### src/rtl/bpqt_pkg.sv
// ----------------------------------------------------------------------------
// bpqt_pkg
// Shared widths, constants and types of the batch perceptron trainer.
// ----------------------------------------------------------------------------
package bpqt_pkg;

  localparam int FEATURE_COUNT = 6;
  localparam int IDX_W         = 3;
  localparam int X_W           = 16;
  localparam int FEAT_W        = 32;
  localparam int W_W           = 48;
  localparam int ACC_W         = 64;
  localparam int ALPHA_W       = 16;
  localparam int Q_SHIFT       = 16;
  localparam int LIN_SHIFT     = 8;
  localparam int ALPHA_SHIFT   = 8;

  // feature order
  localparam int F_SQ_FIRST   = 0;
  localparam int F_SQ_SECOND  = 1;
  localparam int F_CROSS      = 2;
  localparam int F_LIN_FIRST  = 3;
  localparam int F_LIN_SECOND = 4;
  localparam int F_BIAS       = 5;

  typedef logic signed [W_W-1:0]    weight_t;
  typedef logic signed [FEAT_W-1:0] feat_t;
  typedef logic signed [ACC_W-1:0]  acc_t;

  localparam logic [ALPHA_W-1:0] ALPHA_RESET = 16'd256;
  localparam weight_t WEIGHT_ONE = 48'sd65536;
  localparam feat_t   FEAT_ONE   = 32'sd65536;
  localparam weight_t W_MAX      = {1'b0, {(W_W-1){1'b1}}};
  localparam weight_t W_MIN      = {1'b1, {(W_W-1){1'b0}}};
  localparam acc_t    ACC_MAX    = {1'b0, {(ACC_W-1){1'b1}}};
  localparam acc_t    ACC_MIN    = {1'b1, {(ACC_W-1){1'b0}}};

  // one classified sample, features already negated for the second class
  typedef struct packed {
    feat_t [FEATURE_COUNT-1:0] feat;
    logic                      last;
  } job_t;

  typedef weight_t [FEATURE_COUNT-1:0] weight_vec_t;

endpackage

### src/rtl/bpqt_front.sv
// ----------------------------------------------------------------------------
// bpqt_front
// Takes a sample and builds its quadratic feature vector with one 16x16
// multiplier that forms x1^2, x2^2 and x1*x2 in turn, then queues it as a job.
// ----------------------------------------------------------------------------
module bpqt_front
  import bpqt_pkg::*;
(
  input  logic                  clk,
  input  logic                  rst,
  input  logic                  push,
  output logic                  full,
  input  logic signed [X_W-1:0] first_coord,
  input  logic signed [X_W-1:0] second_coord,
  input  logic                  second_class,
  input  logic                  epoch_last,
  output logic                  job_push,
  input  logic                  job_full,
  output job_t                  job
);

  localparam logic [2:0] ST_IDLE      = 3'd0;
  localparam logic [2:0] ST_SQ_FIRST  = 3'd1;
  localparam logic [2:0] ST_SQ_SECOND = 3'd2;
  localparam logic [2:0] ST_CROSS     = 3'd3;
  localparam logic [2:0] ST_PUSH      = 3'd4;

  logic [2:0]            state, state_next;
  logic signed [X_W-1:0] x1, x2;
  logic                  neg, last;
  feat_t                 sq_first, sq_second, cross_term;
  logic signed [X_W-1:0] mul_a, mul_b;
  feat_t                 mul_p;
  logic                  accept;
  feat_t                 base [FEATURE_COUNT];

  assign full     = (state != ST_IDLE) && !((state == ST_PUSH) && !job_full);
  assign accept   = push && !full;
  assign job_push = (state == ST_PUSH);

  // operand select: x1*x1, x2*x2, x1*x2
  assign mul_a = (state == ST_SQ_SECOND) ? x2 : x1;
  assign mul_b = (state == ST_SQ_FIRST) ? x1 : x2;
  assign mul_p = mul_a * mul_b;

  always_comb begin
    state_next = state;
    case (state)
      ST_IDLE:      if (accept) state_next = ST_SQ_FIRST;
      ST_SQ_FIRST:  state_next = ST_SQ_SECOND;
      ST_SQ_SECOND: state_next = ST_CROSS;
      ST_CROSS:     state_next = ST_PUSH;
      ST_PUSH: begin
        if (!job_full) state_next = accept ? ST_SQ_FIRST : ST_IDLE;
      end
      default:      state_next = ST_IDLE;
    endcase
  end

  always_ff @(posedge clk) begin
    if (rst) begin
      state <= ST_IDLE;
    end else begin
      state <= state_next;
    end
  end

  always_ff @(posedge clk) begin
    if (accept) begin
      x1   <= first_coord;
      x2   <= second_coord;
      neg  <= second_class;
      last <= epoch_last;
    end
    if (state == ST_SQ_FIRST)  sq_first   <= mul_p;
    if (state == ST_SQ_SECOND) sq_second  <= mul_p;
    if (state == ST_CROSS)     cross_term <= mul_p;
  end

  always_comb begin
    base[F_SQ_FIRST]   = sq_first;
    base[F_SQ_SECOND]  = sq_second;
    base[F_CROSS]      = cross_term;
    base[F_LIN_FIRST]  = feat_t'(x1) <<< LIN_SHIFT;
    base[F_LIN_SECOND] = feat_t'(x2) <<< LIN_SHIFT;
    base[F_BIAS]       = FEAT_ONE;
    for (int j = 0; j < FEATURE_COUNT; j++) begin
      job.feat[j] = neg ? -base[j] : base[j];
    end
    job.last = last;
  end

endmodule

### config.mk
export PLATFORM = sky130hd
export DESIGN_NAME = bpqt_front
export DESIGN_NICKNAME = d
export VERILOG_FILES = /design/src/rtl/bpqt_pkg.sv /design/src/rtl/bpqt_front.sv
export SDC_FILE = /design/constraint.sdc
export NUM_CORES = 1
export LEC_CHECK = 0
export BUFFER_PORTS_ARGS = -buffer_cell sky130_fd_sc_hd__buf_4
export CAP_MARGIN = 10
export CELL_PAD_IN_SITES_DETAIL_PLACEMENT = 0
export CELL_PAD_IN_SITES_GLOBAL_PLACEMENT = 1
export CORE_AREA = 2 2 225 227
export DETAILED_ROUTE_END_ITERATION = 10
export DIE_AREA = 0 0 227 229
export PLACE_DENSITY = 0.66
export REMOVE_ABC_BUFFERS = 1
export SYNTH_ARGS = -nofsm -noshare
export SYNTH_HDL_FRONTEND = slang
export SYNTH_SLANG_ARGS = --single-unit
### constraint.sdc
create_clock -name clk -period 25 [get_ports clk]
set_input_delay 5 -clock clk [delete_from_list [all_inputs] [get_ports clk]]
set_output_delay 5 -clock clk [all_outputs]
set_load 0.01 [all_outputs]
# == Word-level counts from Yosys, hierarchy flattened ==
# Cells that the tools add are included.
# totals
memories,0
latch_bits,0
wordCells,41
mem_bits_rw,0
output_inout_bits,195
ff_bits,133
romBits,0
# classes
n_div,0
add_sub_neg,5
shift,0
bitwise,0
muxes,12
n_lt_le_gt_ge,0
n_reduce_logical,9
multipliers,1
n_eq_ne,6
# ops
cell,n
$mux W32,6
$neg A32 Y32,3
$neg A24 Y32,2
$mul A16 B16 Y32,1
$mux W16,2
$pmux W3 S5,1
$eq A3 B2 Y1 const B,2
$mux W3,2
$ne A2 B2 Y1 const B,2
$eq A3 B1 Y1 const B,1
$eq A3 B3 Y1 const B,1
$logic_and A1 B1 Y1,3
$logic_not A1 Y1,3
$logic_not A3 Y1,1
$reduce_bool A3 Y1,1
$reduce_and A2 Y1,1
$mux W1,1

# == Logic depth before layout (Yosys ltp) ==
# logic_depth
word_depth,9
depth_mapped,28
ltp_nobuf,25

# == Worst setup path before layout ==
# Ideal clock, no wire load.
# synth_timing
path_kind,input to output
from,input port job_full
to,output port full
path_slack_ns,14.713
path_stages,1
t_required_ns,20.000
t_arrival_ns,5.287
path_cell_list,a211o_1
# synth_via
elab_chain_cells,4
# synth_rtl
element,line_no,text
"start, declared",bpqt_front.sv:18,"input logic job_full,"
$logic_not A1 Y1,--,
$logic_and A1 B1 Y1,bpqt_front.sv:37,assign full = (state != ST_IDLE) && !((state == ST_PUSH) && !job_full);
$logic_not A1 Y1,bpqt_front.sv:37,
$logic_and A1 B1 Y1,bpqt_front.sv:37,
"end, declared",bpqt_front.sv:12,"output logic full,"
# No other way between the ends.

# == Worst setup path after layout ==
# Ends and elaborated chain as after synthesis.

==> results.json <==
{
  "globalRouteTotalUtil": 0.179,
  "flow.area_growth_from_synthesis_pct": 15.4,
  "number_of_antenna_violations_at_the_first_check_in_global_routing": 0,
  "clock_net_sink_count": 133,
  "crit_required_ps": 20000,
  "chipWidth_um": 227,
  "drtAntennaViolNets": 0,
  "clock_insertion_delay_worst_skew_ps": 490,
  "synthTopCellsByArea": "fa_1, edfxtp_1, xnor2_1",
  "ys_types": 55,
  "clk_path_buf_depth": 2,
  "hold_class": "flip-flop to flip-flop",
  "post_layout_util": 0.399,
  "data_arrival_at_the_endpoint_of_the_critical_path_ps": 5570,
  "status": "completed",
  "ff2ff_path_depth": 23,
  "crit_chain": "buf_4 -> a211o_1 -> buf_4",
  "worst_slew_pin_slew_ps": 1180,
  "cts_resized": 0,
  "yosys.area.top_type": "fa_1",
  "r2r_start": "state[0]",
  "initial_core_util": 0.346,
  "wl_per_cell_um": 17.1,
  "area.sequential_um2": 3960,
  "cp-start-kind": "input port",
  "routed-via-count": 12280,
  "worstPathMaxFanout": 3,
  "synth_edf_count": 130,
  "timing.final.crit_share": 0.423,
  "max-slew-margin-rel": 0.194,
  "crit-reg2reg-capture": "sq_second[30]",
  "final.setup.tns_ps": 0,
  "clk_pin_slew_ps": 60,
  "n_fill_cell": 5006,
  "rsz_0062_raised_after_global_routing": "no",
  "timing.final.crit_period_ps": 10570,
  "detail_route.first_pass.iterations": 6,
  "final_layout_size_suffix_gt1_frac": 0.155,
  "detail_route.iter0.violations": 556,
  "synth_largest_type_area_fraction": 0.306,
  "place.gp.congestion": 0.869,
  "post_route_clock_skew_ps": 29.3,
  "post_drt_via_cell_ratio": 4.75,
  "cts_tree": "done",
  "synthArstFlopShare": 0,
  "cts_setup_buffers": 0,
  "dpl.hpwl_mm": 35.9,
  "ctsHoldBuffers": 0,
  "final_hold_viol_count": 0,
  "fp.dieH_um": 229,
  "holdPathStages": 1,
  "maxCapViolations": 0,
  "grt_overflow_total": 0,
  "cts_buffers": 17,
  "cell_count_after_synthesis": 1737,
  "grt_pass1_vias": 13031,
  "hold_end": "state[0]",
  "average_footprint_of_a_synthesized_cell_um2": 9.88,
  "critical_path.endpoint_type": "primary output",
  "clock_tree.htree_level_count": 4,
  "port_buffers": 199,
  "cp_slowest_cell": "a211o_1",
  "path_common_cell": "buf_4",
  "floorplan.io_pins": 233,
  "design.final.nets": 2287,
  "drv_slew": 0,
  "design.die.area_um2": 52000,
  "clock_root_buffer": "clkbuf_16",
  "drc_errors": 0,
  "core_ar_um2": 49700,
  "antenna_cells_inserted": 0,
  "ys_ff_latch": 133,
  "synth.top_cells.by_count": "inv_1, fa_1, nand2_1",
  "ys_warn_count": 0,
  "synth_flop_cell": "edfxtp_1",
  "synth_area_um2": 17200,
  "pin_count_of_the_biggest_net_entering_global_routing": 93,
  "finalSetupViolations": 0,
  "totalWireLength_mm": 44.2,
  "timing.fmax_mhz": 94.6,
  "seq_area_frac_synth": 0.231,
  "grt_pass1_wl_mm": 70.8,
  "ff2ff_setup_slack_ps": 16460,
  "critPathMaxStageDelay_ps": 300,
  "std_cell_rows": 82,
  "timing.setup.critical_path_class": "input port to primary output",
  "synth_most_common_cell": "inv_1",
  "multi_input_comb_area_um2": 11600,
  "hold_path_startpoint": "state[0]"
}
## stage by stage
step	instance area [um2]	hold slack [ps]	setup WS [ps]	std cells
finish	19800	576	14430	2585
global route	19800	616	14420	2585
CTS	19800	579	14420	2585
detailed placement	19200	569	14420	2553
global placement	19200	552	14420	2553
floorplan	16700	486	12400	1662
## area by class of cell
type | count | share of cell area
well taps | 672 | 0.0425
flip-flops and latches | 133 | 0.200
multi-input cells | 1215 | 0.584
clock buffers | 17 | 0.0215
clock inverters | 15 | 0.00941
repair buffers | 219 | 0.0830
inverters | 314 | 0.0595
## cell families (layout without fill, tap and decap cells)
kind of cell,after synthesis,in the layout,share of synthesized area
XOR/XNOR,156,156,0.0796
AO/OA/AOI/OAI,185,185,0.0703
buffers and inverters,420,565,0.104
AND/OR/NAND/NOR,442,442,0.115
multiplexers,50,50,0.0309
other,2,33,0.000438
adder cells (fa/ha/maj),349,349,0.369
flip-flops,133,133,0.231
## worst max-delay path: cells and delay by family
kind / cells / cell delay, ps
compound gates: 1 / 300
buf+inv: 2 / 280
## worst max-delay path by stage
stage,slack (ps),from,cells past startpoint,end
3_5_place_dp,14420,job_full,3,full
2_1_floorplan,12400,state[1],23,cross_term[30]
5_1_grt,14420,job_full,3,full
6_report,14430,job_full,3,full
4_1_cts,14420,job_full,3,full
3_3_place_gp,14420,job_full,3,full
## registers in the layout, indices dropped and copies added, names as in the netlist
register and count:
cross_term 32, last 1, neg 1, sq_first 32, sq_second 32, state 3
x1 16, x2 16
## placed cells by master (no fill, tap or decap), types with 17 or more instances in the layout
cell	n
nand2_1	169
o41ai_1	18
edfxtp_1	130
o21ai_0	66
mux2_2	24
o31ai_1	36
buf_4	219
mux2i_1	23
clkbuf_16	17
nor2_1	164
ha_1	87
a21oi_1	25
xnor2_1	150
or3_1	18
fa_1	262
inv_1	314
conb_1	33
## per-layer routing
layer,GRT usage,part of all wire,vias up
met4,0.0564,0.018,0
met3,0.0431,0.059,50
li1,-,-,5785
met2,0.292,0.48,294
met1,0.234,0.45,6151
met5,0,0,-
Power is left out: the tool's default activity adds up to more than one toggle a clock period on the data nets, which glitch-free logic cannot reach.
