===== config.mk =====
export PLATFORM = sky130hd
export DESIGN_NAME = bpqt_queue
export DESIGN_NICKNAME = d
export VERILOG_FILES = /design/src/rtl/bpqt_pkg.sv /design/src/rtl/bpqt_queue.sv
export SDC_FILE = /design/constraint.sdc
export NUM_CORES = 1
export LEC_CHECK = 0
export ABC_AREA = 1
export BUFFER_PORTS_ARGS = -buffer_cell sky130_fd_sc_hd__buf_2
export CORE_MARGIN = 10
export CORE_UTILIZATION = 52
export DETAILED_ROUTE_END_ITERATION = 12
export PLACE_DENSITY = 0.75
export SLEW_MARGIN = 40
export SYNTH_ARGS = -nofsm -noshare
export SYNTH_HDL_FRONTEND = slang
export SYNTH_SLANG_ARGS = --single-unit

===== constraint.sdc =====
create_clock -name clk -period 10.54 [get_ports clk]
set_clock_uncertainty 0.05 [all_clocks]
set_input_delay 0 -clock clk [delete_from_list [all_inputs] [get_ports clk]]
set_output_delay 0 -clock clk [all_outputs]
set_load 0.02 [all_outputs]

===== src/rtl/bpqt_pkg.sv =====
// ----------------------------------------------------------------------------
// bpqt_pkg
// Shared widths, constants and types of the batch perceptron trainer.
// ----------------------------------------------------------------------------
package bpqt_pkg;

  localparam int FEATURE_COUNT = 6;
  localparam int IDX_W         = 3;
  localparam int X_W           = 16;
  localparam int FEAT_W        = 32;
  localparam int W_W           = 48;
  localparam int ACC_W         = 64;
  localparam int ALPHA_W       = 16;
  localparam int Q_SHIFT       = 16;
  localparam int LIN_SHIFT     = 8;
  localparam int ALPHA_SHIFT   = 8;

  // feature order
  localparam int F_SQ_FIRST   = 0;
  localparam int F_SQ_SECOND  = 1;
  localparam int F_CROSS      = 2;
  localparam int F_LIN_FIRST  = 3;
  localparam int F_LIN_SECOND = 4;
  localparam int F_BIAS       = 5;

  typedef logic signed [W_W-1:0]    weight_t;
  typedef logic signed [FEAT_W-1:0] feat_t;
  typedef logic signed [ACC_W-1:0]  acc_t;

  localparam logic [ALPHA_W-1:0] ALPHA_RESET = 16'd256;
  localparam weight_t WEIGHT_ONE = 48'sd65536;
  localparam feat_t   FEAT_ONE   = 32'sd65536;
  localparam weight_t W_MAX      = {1'b0, {(W_W-1){1'b1}}};
  localparam weight_t W_MIN      = {1'b1, {(W_W-1){1'b0}}};
  localparam acc_t    ACC_MAX    = {1'b0, {(ACC_W-1){1'b1}}};
  localparam acc_t    ACC_MIN    = {1'b1, {(ACC_W-1){1'b0}}};

  // one classified sample, features already negated for the second class
  typedef struct packed {
    feat_t [FEATURE_COUNT-1:0] feat;
    logic                      last;
  } job_t;

  typedef weight_t [FEATURE_COUNT-1:0] weight_vec_t;

endpackage


===== src/rtl/bpqt_queue.sv =====
// ----------------------------------------------------------------------------
// bpqt_queue
// Short job queue between the feature front end and the training back end.
// ----------------------------------------------------------------------------
module bpqt_queue
  import bpqt_pkg::*;
#(
  parameter int DEPTH = 2
) (
  input  logic clk,
  input  logic rst,
  input  logic push,
  output logic full,
  input  job_t wr_job,
  input  logic pop,
  output logic empty,
  output job_t rd_job
);

  localparam int PTR_W = $clog2(DEPTH);
  localparam int CNT_W = $clog2(DEPTH + 1);
  localparam logic [PTR_W-1:0] PTR_LAST = PTR_W'(DEPTH - 1);
  localparam logic [CNT_W-1:0] CNT_FULL = CNT_W'(DEPTH);

  job_t             entries [DEPTH];
  logic [PTR_W-1:0] wr_ptr, rd_ptr;
  logic [CNT_W-1:0] count;
  logic             wr_en, rd_en;

  assign full   = (count == CNT_FULL);
  assign empty  = (count == '0);
  assign wr_en  = push && !full;
  assign rd_en  = pop && !empty;
  assign rd_job = entries[rd_ptr];

  always_ff @(posedge clk) begin
    if (rst) begin
      wr_ptr <= '0;
      rd_ptr <= '0;
      count  <= '0;
    end else begin
      if (wr_en) wr_ptr <= (wr_ptr == PTR_LAST) ? '0 : wr_ptr + 1'b1;
      if (rd_en) rd_ptr <= (rd_ptr == PTR_LAST) ? '0 : rd_ptr + 1'b1;
      case ({wr_en, rd_en})
        2'b10:   count <= count + 1'b1;
        2'b01:   count <= count - 1'b1;
        default: count <= count;
      endcase
    end
  end

  always_ff @(posedge clk) begin
    if (wr_en) entries[wr_ptr] <= wr_job;
  end

endmodule


# After elaboration in Yosys (flattened, before gate mapping)
# Memory sizes are Yosys's and may differ from the RTL's. A register that Yosys moved wholly into a read port is not among the register bits.
# Index checks and enable logic that the tools add are counted.
[word_totals] elab_cells=24 mem_bits_rw=386 memories=1 in_bits=197 reg_bits=4 output_inout_bits=195
[memory_table] memory="entries" depth=2 word_bits=193 rd=1 rd_ports_with_merged_regs=1 wr=1 line="bpqt_queue.sv:25" rtl="job_t entries [DEPTH];"
[classes] addsub=4 n_reduce_logical=6 n_eq_ne=3 n_mux=7
[op_table] operator="1-bit 2-to-1 mux" count=6
[op_table] operator="2-bit equality test, second input constant" count=2
[op_table] operator="2-bit one-hot mux with 2 select lines" count=1
[op_table] operator="1-bit adder, second input constant" count=2
[op_table] operator="2-bit by 1-bit adder with 2-bit output, second input constant" count=1
[op_table] operator="2-bit by 1-bit equality test with 1-bit output, second input constant" count=1
[op_table] operator="1-bit logical AND" count=2
[op_table] operator="1-bit zero test" count=2
[op_table] operator="2-bit zero test" count=1
[op_table] operator="2-bit nonzero test" count=1
[op_table] operator="2-bit by 1-bit subtractor with 2-bit output, second input constant" count=1

# Logic depth before layout (Yosys ltp)
# Gate-level depths: netlist of run 1.
[depth] word_depth=5 ltp_mapped=10 ltp_nobuf=10

# Worst setup path before layout of run 1
# No wires, ideal clock.
[synth_path] kind="register to register" start="register count[0]" end="memory entries[0][0] (netlist name) (enable)" setup_time_ns=0.749 t_required_ns=9.741 arrival_time_ns=8.741 slack_ns=1.000 n_path_buf=0 path_stages_with_launch=5 synth_period_minus_slack_ns=9.540 path_cell_list="dfxtp_1 > nor2_1 > nor2_1 > inv_1 > nor2_1"
[synth_via] elab_chain_cells=5
[synth_rtl] item="start, declared" line="bpqt_queue.sv:27" rtl="logic [CNT_W-1:0] count;"
[synth_rtl] item="start signal, assigned" line="bpqt_queue.sv:45" rtl="2'b10: count <= count + 1'b1;"
[synth_rtl] item="start signal, assigned" line="bpqt_queue.sv:46" rtl="2'b01: count <= count - 1'b1;"
[synth_rtl] item="start signal, assigned" line="bpqt_queue.sv:47" rtl="default: count <= count;"
[synth_rtl] item="2-bit equality test" line="bpqt_queue.sv:30" rtl="assign full = (count == CNT_FULL);"
[synth_rtl] item="named net full" line="bpqt_queue.sv:13" rtl="output logic full,"
[synth_rtl] item="1-bit zero test" line="bpqt_queue.sv:32" rtl="assign wr_en = push && !full;"
[synth_rtl] item="1-bit logical AND" line="bpqt_queue.sv:32"
[synth_rtl] item="1-bit 2-to-1 mux" line="bpqt_queue.sv:53" rtl="if (wr_en) entries[wr_ptr] <= wr_job;"
[synth_rtl] item="1-bit 2-to-1 mux (not written as such)" line="bpqt_queue.sv:53"
[synth_rtl] item="end, declared" line="bpqt_queue.sv:25"
# The timed path passes the listed nets, and every way through them passes these cells.

==> results of run 1 <==
## state kept, by name, summed over array words and instances (netlist names), named ones only
signal	cells
count	2
rd_ptr	1
entries	386
wr_ptr	1
## worst min-delay path, cell delays in order
cell    delay [ns]
buf_2         0.10
inv_1         0.05
nor2_1        0.06
inv_1         0.11
nor2_4        0.11
## final timing paths
path                                             from                         to  slack, ns  depth (start not counted)
worst min-delay path                             push  entries[0][180]$_DFFE_PP_       0.05                          5
worst max register to register  count[0]$_SDFFE_PP0P_  entries[0][179]$_DFFE_PP_       8.05                          6
worst max-delay path                        flip-flop                rd_job[112]       7.86                          3
worst min register to register  count[1]$_SDFFE_PP0P_      count[1]$_SDFFE_PP0P_       0.47                          2
## placed cells by master, fill, tap and decap left out, types with 5 or more instances in the layout
master	instances
buf_2	391
clkbuf_1	6
clkbuf_16	41
clkinv_1	5
clkinv_2	12
dlygate4sd3_1	197
edfxtp_1	386
inv_1	8
mux2_2	193
nand2_1	8
nor2_1	13
## layout make-up
class / count / share of cell area, %
clock inverter: 23 / 0.970
clock buffer: 48 / 5.38
antenna: 4 / 0.0507
multi-input combinational: 219 / 11.6
inverter: 9 / 0.197
timing repair buffer: 594 / 20.4
sequential: 391 / 59.3
tap: 341 / 2.16
## metrics by stage
stage	hold slack (ns)	util [%]	worst slack, ns
2_1_floorplan	0.0489	-	1.00
3_3_place_gp	0.137	61.1	8.00
3_5_place_dp	0.141	61.2	8.04
4_1_cts	0.0273	73.2	7.84
5_1_grt	0.0724	73.2	7.75
6_report	0.0504	73.2	7.86
## metal layers
metal / track usage [%] / up-vias
li1: - / 3779
met1: 22.6 / 4126
met2: 37.0 / 388
met3: 6.39 / 61
met4: 7.31 / 0
met5: 0 / -
## power by group
group / switching [mW] / internal [mW]
combinational: 0.546 / 0.364
clock: 0.554 / 0.791
sequential: 0.0564 / 1.90
## cells by family after synthesis
logic type | Yosys count | share of synthesized area, %
flops | 391 | 82.2
mux | 193 | 15.3
buf+inv | 30 | 1.76
simple gates | 23 | 0.624
compound gates | 2 | 0.0703
fa+ha+maj | 1 | 0.0879
==> results.toml, run 1 <==
[power]
fin_total_pwr_mw = 4.22
ir_worst_vdd_mv = 0.167
p_leak_nw = 7.48
p_per_area_mw_per_mm2 = 214

[yosys]
synth_seq_area_share_pct = 82.2
yosys.area.top_type_share_pct = 81.5
synthTopCellsByCount = "edfxtp_1, mux2_2, buf_6, nor2_1, inv_1"
yosysMostFrequentCell = "edfxtp_1"
avgSynthCellArea_um2 = 22.2
synth_edf_count = 386
synthCells = 640
yosysTopAreaCell = "edfxtp_1"
synth_ff_type = "edfxtp_1"
synthArstFlopShare_pct = 0
netlist_area_mm2 = 0.0142
syn_nets = 838
synth-seq-cells = 391
yosys-top-cells-area = "edfxtp_1, mux2_2, buf_6"
yosys_warnings = 0
yosysUniqueCellTypes = 13

[timing]
hold_viol = 0
period_share_pct = 25.4
slew_headroom_pct = 51.9
tightestPinTransition_ns = 0.721
fmax_ghz = 0.373
drv_slew = 0
timing.setup.tns_ns = 0
setup-violations-final = 0
fin_crit_ns = 2.68
rsz0062_at_grt = "no"

[routing]
via_per_inst = 5.13
dr_wl_met3_mm = 3.32
postRouteAntennaNets = 0
wire_per_inst_um = 22.5
drc = 0
highest_layer = "met4"
vias = 8354
dr.pass1.iters = 5
wl_met1_mm = 13.0
drt-initial-drc-count = 536
met2WireLength_mm = 19.3
wirelength_mm = 36.6

[setup_path]
required_ns = 10.49
critPathSlowestCell = "dfxtp_4"
crit_family = "flip-flops"
cpPeakStageDelay_ns = 0.80
worstPathCellList = "buf_6 -> mux2_2 -> buf_2"
crit_type = "reg -> out"
critPathMaxFanout = 74
start_kind = "flip-flop"
cp.arrival_ns = 2.63
critical_path_buf_inv_count = 2
cp-end-kind = "output pin"

[grt]
grt_usage_pct = 20.7
grt_start_max_net_pins = 94
grt_pass1_wl_mm = 54.0
antenna_found_initial = 4
grt_overflow = 0
grt_pass1_vias = 9200

[floorplanning]
dieArea_mm2 = 0.0344
core_area_mm2 = 0.0270
die_h_um = 185
fp-row-count = 60
die_x_um = 185
io_pins = 392
floorplan.initialDensity_pct = 52.8

[cells_and_area]
drive_above_1_share_pct = 50.9
final_cells = 1629
nets = 1453
fill_cells = 1519
area_delta_synth_final_pct = 38.7
finalInstanceArea_mm2 = 0.0197
multi_input_area_mm2 = 0.00229
seqCellArea_mm2 = 0.0117

[clocking]
clockBufferDepth = 3
clk_latency_ns = 0.51
cts_sinks = 391
post_cts_buffers = 0
htreeDepth = 2
hold_buffers = 197
cts-root-buf = "clkbuf_16"
postCtsResizedCells = 0
cts_tree = "yes"
path_clk_slew_ns = 0.06
numCtsBuffers = 40

[place]
io_buffer_count = 391
place_inst = 1357
gp_congestion = 0.764
placed_area_mm2 = 0.0165
place_hpwl_mm = 21.8

[run]
maxCapViolations = 0

[outcome]
status = "completed"

[hold_path]
min_path_type = "in -> reg"
No activity file was read; power rests on OpenSTA's default activity.
==> inputs of run 2 (changes only) <==
Clock period 10.54 ns to 2.5 ns, I/O delays scaled along.
==> run 2 against run 1 <==
Effect of this change: core utilization up 0.99 points; combinational power rose to 4.4 times the previous value; clock power rose to 4.3 times the previous value; largest power group unchanged; highest routed layer unchanged.
==> results.toml, run 2 (synthesis results as in run 1) <==
[power]
p_per_area_mw_per_mm2 = 903
seq_power_share_pct = 45.6
switching_power_mw = 4.91
power.internal_mw = 13.2
p_sw_share_pct = 27.2
clkPwrFrac_pct = 32.1
comb_power_share_pct = 22.3
fin_total_pwr_mw = 18.1
p_leak_nw = 7.60
ir_worst_vdd_mv = 0.673

[cells_and_area]
final_cell_mix = "buf_2, edfxtp_1, dlygate4sd3_1, mux2_2, clkbuf_16"
top_register = "entries"
largest_reg_flops = 386
utilization_pct = 74.2
finalInstanceArea_mm2 = 0.0200
final_cells = 1641
final_common_cell = "buf_2"
largestRegisters = "entries x386, count x2"
area_delta_synth_final_pct = 40.6
drive_above_1_share_pct = 51.7
nets = 1467

[setup_path]
worstReg2RegEnd = "entries[1][109]$_DFFE_PP_"
start_kind = "flip-flop"
r2r_cells = 6
reg2reg_slack_ns = 0.49
cp-end-kind = "output pin"
critPathMaxFanout = 29
crit_type = "reg -> out"
rr_startpoint = "count[1]$_SDFFE_PP0P_"
cp-endpoint = "rd_job[77]"
cp.arrival_ns = 2.09
required_ns = 2.45

[timing]
setup-violations-final = 0
fmax_ghz = 0.467
period_share_pct = 85.7
fin_crit_ns = 2.14
drv_slew = 0
worst_hold_slack_ns = 0.166
hold_viol = 0
worst_slack_ns = 0.357
rsz0062_at_grt = "no"
slew_headroom_pct = 52.7
timing.setup.tns_ns = 0
tightestPinTransition_ns = 0.708

[floorplanning]
die_x_um = 185
dieArea_mm2 = 0.0344
core_area_mm2 = 0.0270
fp-row-count = 60
floorplan.initialDensity_pct = 52.8
die_h_um = 185
io_pins = 392

[clocking]
cts_sinks = 391
htreeDepth = 2
cts-root-buf = "clkbuf_16"
clk_latency_ns = 0.50
postCtsResizedCells = 0
cts_tree = "yes"
numCtsBuffers = 39
path_clk_slew_ns = 0.06
clockBufferDepth = 3

[grt]
grt_pass1_wl_mm = 54.9
grt_start_max_net_pins = 101
antenna_found_initial = 3
grt_pass1_vias = 9319
grt_overflow = 0
grt_usage_pct = 20.9

[routing]
wire_per_inst_um = 22.6
drt-initial-drc-count = 498
dr.pass1.iters = 5
wirelength_mm = 37.1
via_per_inst = 5.21
postRouteAntennaNets = 0
drc = 0
vias = 8553

[place]
place_inst = 1373
placed_area_mm2 = 0.0168
dp_slack_ns = 0.494
gp_congestion = 0.782
place_hpwl_mm = 22.4
io_buffer_count = 391

[run]
maxCapViolations = 0

[outcome]
status = "completed"

[hold_path]
min_path_type = "in -> reg"
-- run 2: cell count changes in the layout (fill, tap and decap cells not counted), sizes merged --
cell,before,now
clkinv,17,12
dlygate4sd3,197,196
clkinvlp,3,1
bufinv,3,4
buf,397,413
clkbuf,48,52
diode,4,3
-- run 2: worst min-delay path by stage --
stage | startpoint | to | cells past startpoint
detailed placement | wr_job[59] | entries[1][59]$_DFFE_PP_ | 1
global route | wr_job[165] | entries[1][165]$_DFFE_PP_ | 2
global placement | wr_job[152] | entries[0][152]$_DFFE_PP_ | 1
floorplan | wr_job[0] | entries[0][0]$_DFFE_PP_ | 0
finish | wr_job[88] | entries[1][88]$_DFFE_PP_ | 2
CTS | wr_job[36] | entries[1][36]$_DFFE_PP_ | 2
-- run 2: timing repair --
| item | in CTS | in global routing |
|---|---|---|
| buffers inserted | 0 | 0 |
| hold endpoints to repair | 391 | 0 |
| hold buffers | 196 | 0 |
-- run 2: power by group through the flow --
stage,Clock [mW],Combinational (mW),Sequential [mW]
2_1_floorplan,0,2.47,8.33
3_3_place_gp,0,3.70,8.30
3_5_place_dp,0,3.72,8.35
4_1_cts,5.86,3.99,8.21
5_1_grt,6.18,4.25,8.29
6_report,5.81,4.02,8.23
-- run 2: final cells by class --
type | count | area (um^2)
antenna | 3 | 7.51
clock buffer | 52 | 1100
clock inverter | 17 | 183
fill | 1474 | 6950
inverter | 9 | 37.5
multi-input combinational | 219 | 2310
sequential | 391 | 11700
tap | 341 | 427
timing repair buffer | 609 | 4250
-- run 2: worst max-delay path, stage by stage (launching register included) --
cell     delay (ns)
dfxtp_4        0.56
buf_12         0.26
buf_12         0.20
mux2_2         0.37
buf_2          0.17
-- run 2: layer usage --
| metal | up-vias | global-route usage [%] | part of all wire (%) |
|---|---|---|---|
| met5 | - | 0 | 0 |
| met4 | 0 | 8.36 | 3.4 |
| met3 | 80 | 6.13 | 9.3 |
| met2 | 434 | 36.6 | 52 |
| met1 | 4230 | 23.6 | 35 |
| li1 | 3809 | - | - |
==> inputs of run 3 (changes only) <==
Settings changed: MAX_ROUTING_LAYER set to met4.
Clock period 2.5 ns to 2.1 ns, I/O delays scaled along.
==> run 3 against run 2 <==
Effect of this change: total power up 21%; clock power is 23% higher; core utilization grew 0.31 points; die area unchanged; final cell count is 0.55% higher; routed wire length grew 1.6%; cell area increased by 0.41%; sequential power is 19% higher; worst setup slack got worse by 0.25 ns; non-clock buffer count is 4 higher; critical path depth unchanged; critical path type unchanged; largest cell class unchanged; highest routed layer unchanged.
==> results.toml, run 3 (synthesis results as in run 1) <==
[clocking]
hold_buffers = 196
cts-root-buf = "clkbuf_16"
postCtsResizedCells = 0
post_cts_buffers = 0
cts_tree = "yes"
path_clk_slew_ns = 0.06
clk_latency_ns = 0.51
numCtsBuffers = 40
cts_sinks = 391
clockBufferDepth = 3
htreeDepth = 2

[power]
ir_worst_vdd_mv = 0.890
clkPwrFrac_pct = 32.9
power.internal_mw = 15.9
p_leak_nw = 7.63
switching_power_mw = 5.93
p_sw_share_pct = 27.2
p_per_area_mw_per_mm2 = 1090
seq_power_share_pct = 44.8
fin_total_pwr_mw = 21.8
comb_power_share_pct = 22.3

[setup_path]
crit_family = "buffers and inverters"
critPathMaxFanout = 24
cpMostUsedCell = "buf_12"
crit_type = "reg -> out"
start_kind = "flip-flop"
cp.arrival_ns = 1.94
required_ns = 2.05
critical_path_buf_inv_count = 3
worstPathCellList = "buf_12 -> buf_12 -> mux2_2 -> buf_2"
cpPeakStageDelay_ns = 0.45
critPathSlowestCell = "dfxtp_4"
cp-end-kind = "output pin"

[timing]
tightestPinTransition_ns = 0.498
setup-violations-final = 0
rsz0062_at_grt = "no"
fmax_ghz = 0.501
hold_viol = 0
drv_slew = 0
worst_hold_slack_ns = 0.153
slew_headroom_pct = 66.8
fin_crit_ns = 1.99
worst_slack_ns = 0.106
period_share_pct = 95.0

[place]
io_buffer_count = 391
place_hpwl_mm = 22.9
placed_area_mm2 = 0.0168
gp_congestion = 0.794
dp_slack_ns = 0.378

[routing]
via_per_inst = 5.12
wirelength_mm = 37.7
vias = 8449
dr.pass1.iters = 4
wire_per_inst_um = 22.8
postRouteAntennaNets = 0
drc = 0
drt-initial-drc-count = 545

[grt]
grt_pass1_vias = 9432
grt_usage_pct = 22.0
grt_pass1_wl_mm = 55.6
grt_start_max_net_pins = 81
antenna_found_initial = 6
grt_overflow = 0

[cells_and_area]
finalInstanceArea_mm2 = 0.0201
final_common_cell = "buf_2"
top_register = "entries"
area_delta_synth_final_pct = 41.2
largestRegisters = "entries x386, count x2"
largest_reg_flops = 386
drive_above_1_share_pct = 52.0
final_cell_mix = "buf_2, edfxtp_1, dlygate4sd3_1, mux2_2, clkbuf_16"
nets = 1472
fill_cells = 1502

[floorplanning]
die_h_um = 185
dieArea_mm2 = 0.0344
core_area_mm2 = 0.0270
fp-row-count = 60
floorplan.initialDensity_pct = 52.8
die_x_um = 185
io_pins = 392

[outcome]
status = "completed"

[run]
maxCapViolations = 0

[hold_path]
min_path_type = "in -> reg"
run 3: cell count changes in the layout (fill, tap and decap cells not counted):
cell / previous run / this run
buf_4: 9 / 13
clkbuf_8: 3 / 0
clkinvlp_4: 1 / 3
bufinv_16: 4 / 6
diode_2: 3 / 6
inv_8: 0 / 1
run 3: final timing paths:
| path | start | endpoint | slack (ns) | depth (start not counted) |
|---|---|---|---|---|
| setup / recovery | flip-flop | rd_job[48] | 0.11 | 4 |
| hold / removal | wr_job[192] | entries[0][192]$_DFFE_PP_ | 0.15 | 2 |
| setup reg to reg | count[1]$_SDFFE_PP0P_ | entries[0][53]$_DFFE_PP_ | 0.34 | 7 |
| hold reg to reg | rd_ptr$_SDFFE_PP0P_ | rd_ptr$_SDFFE_PP0P_ | 0.46 | 2 |
run 3: power by group through the flow:
stage	combinational, mW	clock [mW]	sequential [mW]
final	4.87	7.17	9.77
after global placement	4.49	0	9.86
after detailed placement	4.52	0	9.91
after CTS	4.85	7.26	9.75
after floorplan	2.94	0	9.92
after global routing	5.15	7.64	9.84
run 3: worst register-to-register path, cell delays in order (launching register included):
cell and delay, ns:
dfxtp_2 0.34, inv_2 0.06, nor2_4 0.04, nor2_4 0.11
inv_1 0.09, nor2_4 0.13, buf_12 0.28, buf_4 0.36
run 3: layout make-up:
class,count,area (um^2),area share (%)
multi-input cells,219,2310,11.5
clock inverters,22,269,1.34
flip-flops and latches,391,11700,58.2
inverters,9,37.5,0.187
clock buffers,49,1060,5.26
diodes,6,15.0,0.0747
well taps,341,427,2.12
repair buffers,613,4280,21.3
run 3: metal layers:
layer | global-route usage (%) | share of wire (%)
met5 | - | 0
met4 | 6.83 | 2.5
met3 | 5.96 | 8.2
met2 | 39.2 | 54
met1 | 23.2 | 35
run 3: through the flow:
| stage | utilization [%] | setup TNS (ns) | std cells |
|---|---|---|---|
| 6_report | 74.5 | 0 | 1650 |
| 3_5_place_dp | 62.3 | 0 | 1377 |
| 4_1_cts | 74.5 | 0 | 1644 |
| 5_1_grt | 74.5 | 0 | 1650 |
| 3_3_place_gp | 62.3 | 0 | 1377 |
| 2_1_floorplan | - | -725.84 | 640 |
